[config.mk]
export PLATFORM = sky130hd
export DESIGN_NAME = timed_midi_event_queue
export DESIGN_NICKNAME = d
export VERILOG_FILES = /design/src/hw/rtl/tmeq_pkg.sv /design/src/hw/rtl/tmeq_cell.sv /design/src/hw/rtl/timed_midi_event_queue.sv
export SDC_FILE = /design/constraint.sdc
export NUM_CORES = 2
export LEC_CHECK = 0
export BUFFER_PORTS_ARGS = -buffer_cell sky130_fd_sc_hd__buf_2
export CORE_UTILIZATION = 25
export DETAILED_ROUTE_END_ITERATION = 16
export SETUP_SLACK_MARGIN = 0.15
export SYNTH_ARGS = -nofsm -noshare
export SYNTH_HDL_FRONTEND = slang
export SYNTH_SLANG_ARGS = --single-unit
[constraint.sdc]
create_clock -name clock -period 6.4 [get_ports clock]
set_clock_uncertainty 0.2 [all_clocks]
set_input_delay 0.96 -clock clock [delete_from_list [all_inputs] [get_ports clock]]
set_output_delay 0.96 -clock clock [all_outputs]
set_load 0.01 [all_outputs]
[src/hw/rtl/tmeq_pkg.sv]
// ----------------------------------------------------------------------------
// tmeq_pkg: shared types and constants of the timed MIDI event queue
// Defines the queue entry, the per-cell control and the MIDI status codes.
// ----------------------------------------------------------------------------
`default_nettype none
package tmeq_pkg;

   localparam int TIME_W      = 48;
   localparam int OFFSET_W    = 16;
   localparam int MAX_RESULTS = 32;
   localparam int EMIT_W      = 6;

   localparam logic [1:0] OP_SCHEDULE = 2'd0;
   localparam logic [1:0] OP_FLUSH    = 2'd1;
   localparam logic [1:0] OP_CLEAR    = 2'd2;

   localparam logic [3:0]  STATUS_OFF  = 4'h8;
   localparam logic [3:0]  STATUS_ON   = 4'h9;
   localparam logic [3:0]  STATUS_BEND = 4'hE;
   localparam logic [13:0] BEND_CENTRE = 14'd8192;

   typedef struct packed {
      logic [TIME_W-1:0] time_stamp;
      logic [7:0]        status;
      logic [6:0]        data_one;
      logic [6:0]        data_two;
   } entry_type;

   typedef struct packed {
      logic shift;
      logic load;
   } cell_ctrl_type;

endpackage
`default_nettype wire

[src/hw/rtl/tmeq_cell.sv]
// ----------------------------------------------------------------------------
// tmeq_cell: one slot of the event chain
// Holds one entry; takes its upper neighbor on a shift or a new entry on load.
// ----------------------------------------------------------------------------
`default_nettype none
module tmeq_cell
   import tmeq_pkg::*;
(
   input  wire logic          clock,
   input  wire cell_ctrl_type ctrl,
   input  wire entry_type     nbr_entry,
   input  wire entry_type     ins_entry,
   output entry_type          entry
);

   entry_type entry_ff;
   entry_type entry_in;

   // choose insert, neighbor or hold
   always_comb begin
      if (ctrl.load) begin
         entry_in = ins_entry;
      end else if (ctrl.shift) begin
         entry_in = nbr_entry;
      end else begin
         entry_in = entry_ff;
      end
   end

   always_ff @(posedge clock) begin
      entry_ff <= entry_in;
   end

   assign entry = entry_ff;

endmodule
`default_nettype wire

[src/hw/rtl/timed_midi_event_queue.sv]
// ----------------------------------------------------------------------------
// timed_midi_event_queue: bounded list of time-stamped MIDI messages
// Schedules note/bend messages and flushes them per audio block window.
// ----------------------------------------------------------------------------
// Usage:
//   req_* carries one command per transfer (schedule, flush, clear); rsp_*
//   returns the messages of a flush, one per transfer, the final one flagged
//   by rsp_last. An empty flush returns one transfer with rsp_has_event low.
//   Entries live in a chain of QUEUE_DEPTH cells. A schedule appends two or
//   four messages, one per cycle. A clear empties the queue. A flush walks
//   the chain from its head, one entry per cycle, re-inserting kept entries
//   behind the unvisited ones. The walk pauses while the output register
//   holds an untaken result and another match waits to leave. req_ready is
//   high only between commands. Reset empties the queue and drops any result
//   in flight. A stalled receiver holds rsp_* unchanged.
// ----------------------------------------------------------------------------
`default_nettype none
module timed_midi_event_queue
   import tmeq_pkg::*;
#(
   parameter int QUEUE_DEPTH = 32
)
(
   input  wire logic                clock,
   input  wire logic                reset,
   input  wire logic                req_valid,
   output logic                     req_ready,
   input  wire logic [1:0]          req_opcode,
   input  wire logic [TIME_W-1:0]   req_note_on_time,
   input  wire logic [TIME_W-1:0]   req_note_off_time,
   input  wire logic [4:0]          req_channel,
   input  wire logic [6:0]          req_note,
   input  wire logic [6:0]          req_velocity,
   input  wire logic [13:0]         req_bend_value,
   input  wire logic [15:0]         req_bend_hold,
   input  wire logic [TIME_W-1:0]   req_block_start,
   input  wire logic [OFFSET_W-1:0] req_block_length,
   output logic                     rsp_valid,
   input  wire logic                rsp_ready,
   output logic [7:0]               rsp_status_byte,
   output logic [6:0]               rsp_data_one,
   output logic [6:0]               rsp_data_two,
   output logic [OFFSET_W-1:0]      rsp_sample_offset,
   output logic                     rsp_has_event,
   output logic                     rsp_last
);

   localparam int CW = $clog2(QUEUE_DEPTH + 1);
   localparam logic [CW-1:0] DEPTH_C = CW'(QUEUE_DEPTH);

   localparam logic [1:0] ST_IDLE   = 2'd0;
   localparam logic [1:0] ST_SCHED  = 2'd1;
   localparam logic [1:0] ST_FLUSH  = 2'd2;
   localparam logic [1:0] ST_FINISH = 2'd3;

   localparam logic [1:0] STEP_BEND   = 2'd0;
   localparam logic [1:0] STEP_RETURN = 2'd1;
   localparam logic [1:0] STEP_ON     = 2'd2;
   localparam logic [1:0] STEP_OFF    = 2'd3;

   // control state
   logic [1:0]        state_ff, state_in;
   logic [1:0]        step_ff, step_in;
   logic [CW-1:0]     count_ff, count_in;
   logic [CW-1:0]     unvisited_ff, unvisited_in;
   logic [CW-1:0]     kept_ff, kept_in;
   logic [EMIT_W-1:0] emitted_ff, emitted_in;
   logic              pend_valid_ff, pend_valid_in;
   logic              rsp_valid_ff, rsp_valid_in;

   // payload registers
   logic [TIME_W-1:0]   on_time_ff, off_time_ff, start_ff;
   logic [3:0]          chan_ff;
   logic [6:0]          note_ff, vel_ff;
   logic [13:0]         bend_ff;
   logic [15:0]         hold_ff;
   logic [OFFSET_W-1:0] len_ff;
   entry_type           pend_ff;
   logic [OFFSET_W-1:0] pend_off_ff;
   entry_type           out_ff;
   logic [OFFSET_W-1:0] out_off_ff;
   logic                out_has_ff, out_last_ff;

   logic                accept;
   logic                out_free;
   logic [3:0]          chan_nib;
   entry_type           sched_entry;
   entry_type           head;
   logic [TIME_W-1:0]   head_off;
   logic                head_match;
   logic                walk_step;
   logic                append;
   logic                do_shift;
   logic                do_insert;
   logic [CW-1:0]       insert_pos;
   logic                load_out;
   logic                load_pend;
   entry_type           cell_q [QUEUE_DEPTH];

   assign accept   = req_valid && req_ready;
   assign out_free = !rsp_valid_ff || rsp_ready;

   // saturate the channel into a status nibble
   always_comb begin
      if (req_channel == 5'd0) begin
         chan_nib = 4'd0;
      end else if (req_channel > 5'd16) begin
         chan_nib = 4'd15;
      end else begin
         chan_nib = 4'(req_channel - 5'd1);
      end
   end

   // build the message of the current schedule step
   always_comb begin
      case (step_ff)
         STEP_BEND: begin
            sched_entry = '{on_time_ff, {STATUS_BEND, chan_ff}, bend_ff[6:0], bend_ff[13:7]};
         end
         STEP_RETURN: begin
            sched_entry = '{on_time_ff + TIME_W'(hold_ff), {STATUS_BEND, chan_ff},
                            BEND_CENTRE[6:0], BEND_CENTRE[13:7]};
         end
         STEP_ON: begin
            sched_entry = '{on_time_ff, {STATUS_ON, chan_ff}, note_ff, vel_ff};
         end
         default: begin
            sched_entry = '{off_time_ff, {STATUS_OFF, chan_ff}, note_ff, 7'd0};
         end
      endcase
   end

   // test the chain head against the window
   assign head       = cell_q[0];
   assign head_off   = head.time_stamp - start_ff;
   assign head_match = (head_off < TIME_W'(len_ff)) &&
                       (emitted_ff < EMIT_W'(MAX_RESULTS));
   assign walk_step  = (state_ff == ST_FLUSH) &&
                       (!head_match || !pend_valid_ff || out_free);
   assign append     = (state_ff == ST_SCHED) && (count_ff < DEPTH_C);
   assign do_shift   = walk_step;
   assign do_insert  = walk_step && !head_match;
   assign insert_pos = append ? count_ff : (unvisited_ff - 1'b1 + kept_ff);

   // chain of cells
   for (genvar i = 0; i < QUEUE_DEPTH; i++) begin : g_cell
      cell_ctrl_type ctrl;
      entry_type     nbr;
      assign ctrl.shift = do_shift;
      assign ctrl.load  = (append || do_insert) && (insert_pos == CW'(i));
      if (i == QUEUE_DEPTH - 1) begin : g_top
         assign nbr = cell_q[i];
      end else begin : g_mid
         assign nbr = cell_q[i+1];
      end
      tmeq_cell u_cell (
         .clock     (clock),
         .ctrl      (ctrl),
         .nbr_entry (nbr),
         .ins_entry (append ? sched_entry : head),
         .entry     (cell_q[i])
      );
   end

   // sequence commands
   always_comb begin
      state_in      = state_ff;
      step_in       = step_ff;
      count_in      = count_ff;
      unvisited_in  = unvisited_ff;
      kept_in       = kept_ff;
      emitted_in    = emitted_ff;
      pend_valid_in = pend_valid_ff;
      load_out      = 1'b0;
      load_pend     = 1'b0;
      case (state_ff)
         ST_IDLE: begin
            if (accept) begin
               case (req_opcode)
                  OP_SCHEDULE: begin
                     state_in = ST_SCHED;
                     step_in  = (req_bend_value != BEND_CENTRE) ? STEP_BEND : STEP_ON;
                  end
                  OP_FLUSH: begin
                     state_in      = (count_ff == '0) ? ST_FINISH : ST_FLUSH;
                     unvisited_in  = count_ff;
                     kept_in       = '0;
                     emitted_in    = '0;
                     pend_valid_in = 1'b0;
                  end
                  OP_CLEAR: begin
                     count_in = '0;
                  end
                  default: begin
                     state_in = ST_IDLE;
                  end
               endcase
            end
         end
         ST_SCHED: begin
            if (append) begin
               count_in = count_ff + 1'b1;
            end
            step_in = step_ff + 2'd1;
            if (step_ff == STEP_OFF) begin
               state_in = ST_IDLE;
            end
         end
         ST_FLUSH: begin
            if (walk_step) begin
               unvisited_in = unvisited_ff - 1'b1;
               if (head_match) begin
                  load_out      = pend_valid_ff;
                  load_pend     = 1'b1;
                  pend_valid_in = 1'b1;
                  emitted_in    = emitted_ff + 1'b1;
               end else begin
                  kept_in = kept_ff + 1'b1;
               end
               if (unvisited_ff == CW'(1)) begin
                  state_in = ST_FINISH;
               end
            end
         end
         default: begin
            if (out_free) begin
               load_out = 1'b1;
               count_in = kept_ff;
               state_in = ST_IDLE;
            end
         end
      endcase
   end

   assign rsp_valid_in = load_out || (rsp_valid_ff && !rsp_ready);
   assign req_ready    = (state_ff == ST_IDLE);

   always_ff @(posedge clock) begin
      if (reset) begin
         state_ff      <= ST_IDLE;
         step_ff       <= STEP_BEND;
         count_ff      <= '0;
         unvisited_ff  <= '0;
         kept_ff       <= '0;
         emitted_ff    <= '0;
         pend_valid_ff <= 1'b0;
         rsp_valid_ff  <= 1'b0;
      end else begin
         state_ff      <= state_in;
         step_ff       <= step_in;
         count_ff      <= count_in;
         unvisited_ff  <= unvisited_in;
         kept_ff       <= kept_in;
         emitted_ff    <= emitted_in;
         pend_valid_ff <= pend_valid_in;
         rsp_valid_ff  <= rsp_valid_in;
      end
   end

   // capture command fields
   always_ff @(posedge clock) begin
      if (accept) begin
         on_time_ff  <= req_note_on_time;
         off_time_ff <= req_note_off_time;
         chan_ff     <= chan_nib;
         note_ff     <= req_note;
         vel_ff      <= req_velocity;
         bend_ff     <= req_bend_value;
         hold_ff     <= req_bend_hold;
         start_ff    <= req_block_start;
         len_ff      <= req_block_length;
      end
   end

   // hold the latest match until the next one or the end of the walk
   always_ff @(posedge clock) begin
      if (load_pend) begin
         pend_ff     <= head;
         pend_off_ff <= head_off[OFFSET_W-1:0];
      end
   end

   // load the output register
   always_ff @(posedge clock) begin
      if (load_out) begin
         if (state_ff == ST_FINISH && !pend_valid_ff) begin
            out_ff     <= '0;
            out_off_ff <= '0;
            out_has_ff <= 1'b0;
         end else begin
            out_ff     <= pend_ff;
            out_off_ff <= pend_off_ff;
            out_has_ff <= 1'b1;
         end
         out_last_ff <= (state_ff == ST_FINISH);
      end
   end

   assign rsp_valid         = rsp_valid_ff;
   assign rsp_status_byte   = out_ff.status;
   assign rsp_data_one      = out_ff.data_one;
   assign rsp_data_two      = out_ff.data_two;
   assign rsp_sample_offset = out_off_ff;
   assign rsp_has_event     = out_has_ff;
   assign rsp_last          = out_last_ff;

endmodule
`default_nettype wire

==> impl_metrics.py <==
metrics = {
    "run_status": {
        "result_of_the_run": "finished clean",
    },
    "min_path": {
        "worst_hold_path_type": "in2reg",
    },
    "yosys": {
        "synthesis.area_per_instance_sq_um": 14.25,
        "synth-main-ff-cell": "edfxtp_1",
        "count_of_mapped_cells_out_of_synthesis": 7852,
        "yosys_register_bits": 2556,
        "synth.distinct_cells": 103,
        "synth_compound_gate_area_share_pct": 7.901,
        "yosys.area_share.adder_pct": 1.172,
        "synth_top_family_by_area": "multiplexers",
        "synth_xor_area_share_pct": 0.4463,
        "synth-edff-count": 2526,
        "syn-cell-area_sq_um": 111900,
        "synth-simple-area-share_pct": 6.098,
        "yosysWarningCount": 0,
        "async_flop_share_pct": 0,
        "synth_fp_nets": 8170,
        "synth.yosys.seq_area_share_pct": 68.34,
        "synth_mux_area_share_pct": 12.59,
    },
    "placement": {
        "place.detailed.hpwl_um": 204200,
        "portBuffers": 256,
        "numPlacedInstances": 13870,
        "routabilityCongestion": 0.8846,
    },
    "sta": {
        "fmaxAchievable_mhz": 164.0,
        "timing.max_slew.rel_slack_pct": 6.299,
        "finalSetupViolCount": 0,
        "final-max-slew-violation-count": 0,
        "setup_repair_after_global_routing_missed_its_margin": "yes",
        "share_of_the_clock_period_used_by_the_worst_path_pct": 95.28,
        "fin_hold_ws_ns": 0.07524,
        "timing.final.hold_violations": 0,
        "worst_pin_slew_ns": 1.406,
        "final.min_clock_period_ns": 6.098,
    },
    "grt": {
        "globalRouteTotalUtil_pct": 12.81,
        "first_global_vias": 63080,
        "grt_max_degree": 139,
        "initial_antenna_violation_count": 15,
        "grt_first_pass_wirelength_um": 435800,
        "grt-ovfl-total": 0,
    },
    "setup_path": {
        "reg2reg_setup_slack_ns": 0.30,
        "critical_path.most_common_cell": "buf_4",
        "crit_required_ns": 6.79,
        "cp_slowest_cell": "a21oi_4",
        "arrival_time_worst_endpoint_ns": 6.49,
        "crit_path_start_kind": "flop",
        "timing.critical_path.cells": "ha_1 -> nor2b_1 -> o2111a_2 -> o211ai_4 -> nand2_2 -> a31oi_2 -> o21ai_0 -> a21oi_1 -> xnor2_1 -> ha_1 -> buf_4 -> nand4_1 -> nor4_1 -> o21ai_0 -> buf_4 -> o32ai_1 -> nor4_1 -> and4_4 -> nand4_4 -> o31ai_4 -> buf_4 -> a21oi_4 -> buf_4 -> mux2_2",
        "timing.setup.critical_path_class": "reg2reg",
        "timing.critical_path.max_delay_family": "compound AO/OA/AOI/OAI gates",
        "critical_path.n_buffers_inverters": 4,
        "timing.critical_path.slowest_cell_delay_ns": 0.42,
        "worst_setup_path_end_kind": "flop",
        "crit_fanout": 20,
    },
    "drt": {
        "first_pass_iters": 7,
        "antenna_left": 0,
        "vias_cell": 4.585,
        "route.vias.total": 65910,
        "violation_count_after_the_first_detailed_route_iteration": 6368,
        "drc_errors": 0,
        "wl_per_cell_um": 20.82,
        "finalWirelength_um": 299300,
    },
    "floorplan": {
        "placeableCoreArea_sq_um": 445400,
        "floorplan.die.height_um": 670.9,
        "chipWidth_um": 670.9,
        "core.rowCount": 245,
        "die_area_sq_um": 450100,
        "start_util_pct": 25.12,
        "ioPinCount": 257,
    },
    "power_and_ir_drop": {
        "cellLeakagePower_nw": 45.04,
        "power.density_nw_per_um2": 465.5,
        "ir_drop_mv": 0.2992,
    },
    "clock_network": {
        "clock_latency_of_the_later_clocked_register_in_the_worst_skew_pair_ns": 0.86,
        "cts.clk_slew.worst_paths_ns": 0.06,
        "cts_tree": "built",
        "clockRootBuffer": "clkbuf_16",
        "cts-htree-levels": 5,
        "cts-root-to-sink-buffers": 4,
        "clkSinkCount": 2556,
        "cts_inserted_buffers": 276,
    },
    "cells_and_area": {
        "fin_nets": 8551,
        "number_of_non_filler_instances_in_the_completed_layout": 14380,
        "fillerInstances": 44140,
        "most-common-layout-cells": "edfxtp_1, nor2_1, a21oi_1",
        "final_layout_size_suffix_gt1_share_pct": 28.68,
        "layout-area-overhead-vs-synth_pct": 18.51,
        "final_common_cell": "edfxtp_1",
    },
    "run": {
        "cap_viol_max_count": 0,
    },
}
==> synth_stat cells (all sizes together) (8+ instances only) <==
master / instances / area share (%)
o221a: 11 / 0.11
o21ai: 255 / 1.2
nor3: 33 / 0.17
nor4: 16 / 0.11
or3: 21 / 0.12
edfxtp: 2526 / 68
a31oi: 17 / 0.095
nand4: 30 / 0.17
clkbuf: 396 / 1.3
nand3b: 8 / 0.054
xor2: 26 / 0.20
inv: 162 / 0.54
nor2: 989 / 3.3
mux2: 1144 / 12
buf: 248 / 1.6
and3: 38 / 0.22
mux2i: 17 / 0.15
o211ai: 11 / 0.086
nand3: 31 / 0.14
nand2b: 38 / 0.21
a221o: 11 / 0.10
dfxtp: 30 / 0.54
o31a: 11 / 0.086
o31ai: 12 / 0.12
a41oi: 20 / 0.16
a22oi: 21 / 0.14
or2: 9 / 0.050
ha: 100 / 1.1
a211oi: 12 / 0.085
a221oi: 14 / 0.11
xnor2: 31 / 0.24
o21a: 41 / 0.28
a21o: 39 / 0.26
and2: 44 / 0.25
o21bai: 9 / 0.060
nand2: 328 / 1.1
a21oi: 1004 / 4.5
==> repair_timing <==
item / CTS / global route
endpoints found under the setup margin: 3334 / 4464
cloned: 0 / 3
hold buffers: 0 / 0
buffers inserted: 0 / 10
pin swaps: 1 / 14
gates resized for setup: 4 / 17
==> where the power goes <==
group | total [W] | switching (W) | internal (W)
Sequential | 0.0278 | 0.00168 | 0.0261
Combinational | 0.0187 | 0.0119 | 0.00679
Clock | 0.0153 | 0.00658 | 0.00869
==> final cells by class <==
| cell class | count | area [sq um] | area share [%] |
|---|---|---|---|
| antenna | 10 | 25.02 | 0.01888 |
| inverter | 163 | 611.8 | 0.4615 |
| tap | 5928 | 7417 | 5.595 |
| clock inverter | 128 | 1105 | 0.8334 |
| multi-input combinational | 4489 | 32480 | 24.50 |
| timing repair buffer | 747 | 7126 | 5.375 |
| clock buffer | 354 | 7357 | 5.549 |
| sequential | 2556 | 76450 | 57.67 |
==> cell families (layout without fill, tap and decap cells) <==
kind of cell,count (synthesis),after routing
flops,2556,2556
compound gates,1560,1560
mux,1161,1161
xor+xnor,57,57
buf+inv,807,1392
other cells,0,10
simple gates,1608,1608
fa+ha+maj,103,103
==> sequential cells by signal, indices dropped and copies added, names as in the netlist, 2 cells and up <==
name / count
note_ff: 7
count_ff: 6
step_ff: 2
chan_ff: 4
emitted_ff: 6
g_cell.u_cell.entry: 2240
len_ff: 16
unvisited_ff: 6
pend_ff: 22
off_time_ff: 48
bend_ff: 14
kept_ff: 6
rsp_status_byte: 8
pend_off_ff: 16
rsp_sample_offset: 16
rsp_data_one: 7
state_ff: 2
rsp_data_two: 7
vel_ff: 7
on_time_ff: 48
hold_ff: 16
start_ff: 48
==> layer usage <==
metal | GRT usage (%) | wire length, um
met1 | 17.88 | 132300
met2 | 20.40 | 136300
met3 | 2.515 | 23840
met4 | 3.078 | 6928
met5 | 0 | 24
==> per-stage QoR <==
step	setup TNS (ns)	util (%)	setup slack [ns]	total power, W	area [sq um]
CTS	0	29.71	0.1685	0.06189	132300
finish	0	29.76	0.3022	0.06171	132600
global route	0	29.76	0.09793	0.06448	132600
detailed placement	-0.2319	27.81	-0.01961	0.04641	123800
floorplan	-710.02	-	-0.4319	0.03898	111900
global placement	-0.03186	27.81	-0.03186	0.04612	123800
==> worst paths after layout <==
kind,start,endpoint,depth (start not counted)
hold / removal,req_block_start[39],start_ff[39]$_DFFE_PP_,1
setup reg to reg,g_cell[0].u_cell.entry[23]$_DFFE_PP_,g_cell[0].u_cell.entry[11]$_DFFE_PP_,24
setup / recovery,g_cell[0].u_cell.entry[23]$_DFFE_PP_,g_cell[0].u_cell.entry[11]$_DFFE_PP_,24
hold reg to reg,g_cell[0].u_cell.entry[11]$_DFFE_PP_,pend_ff[11]$_DFFE_PP_,0
Note: power is estimated with default switching activity, not from simulation.
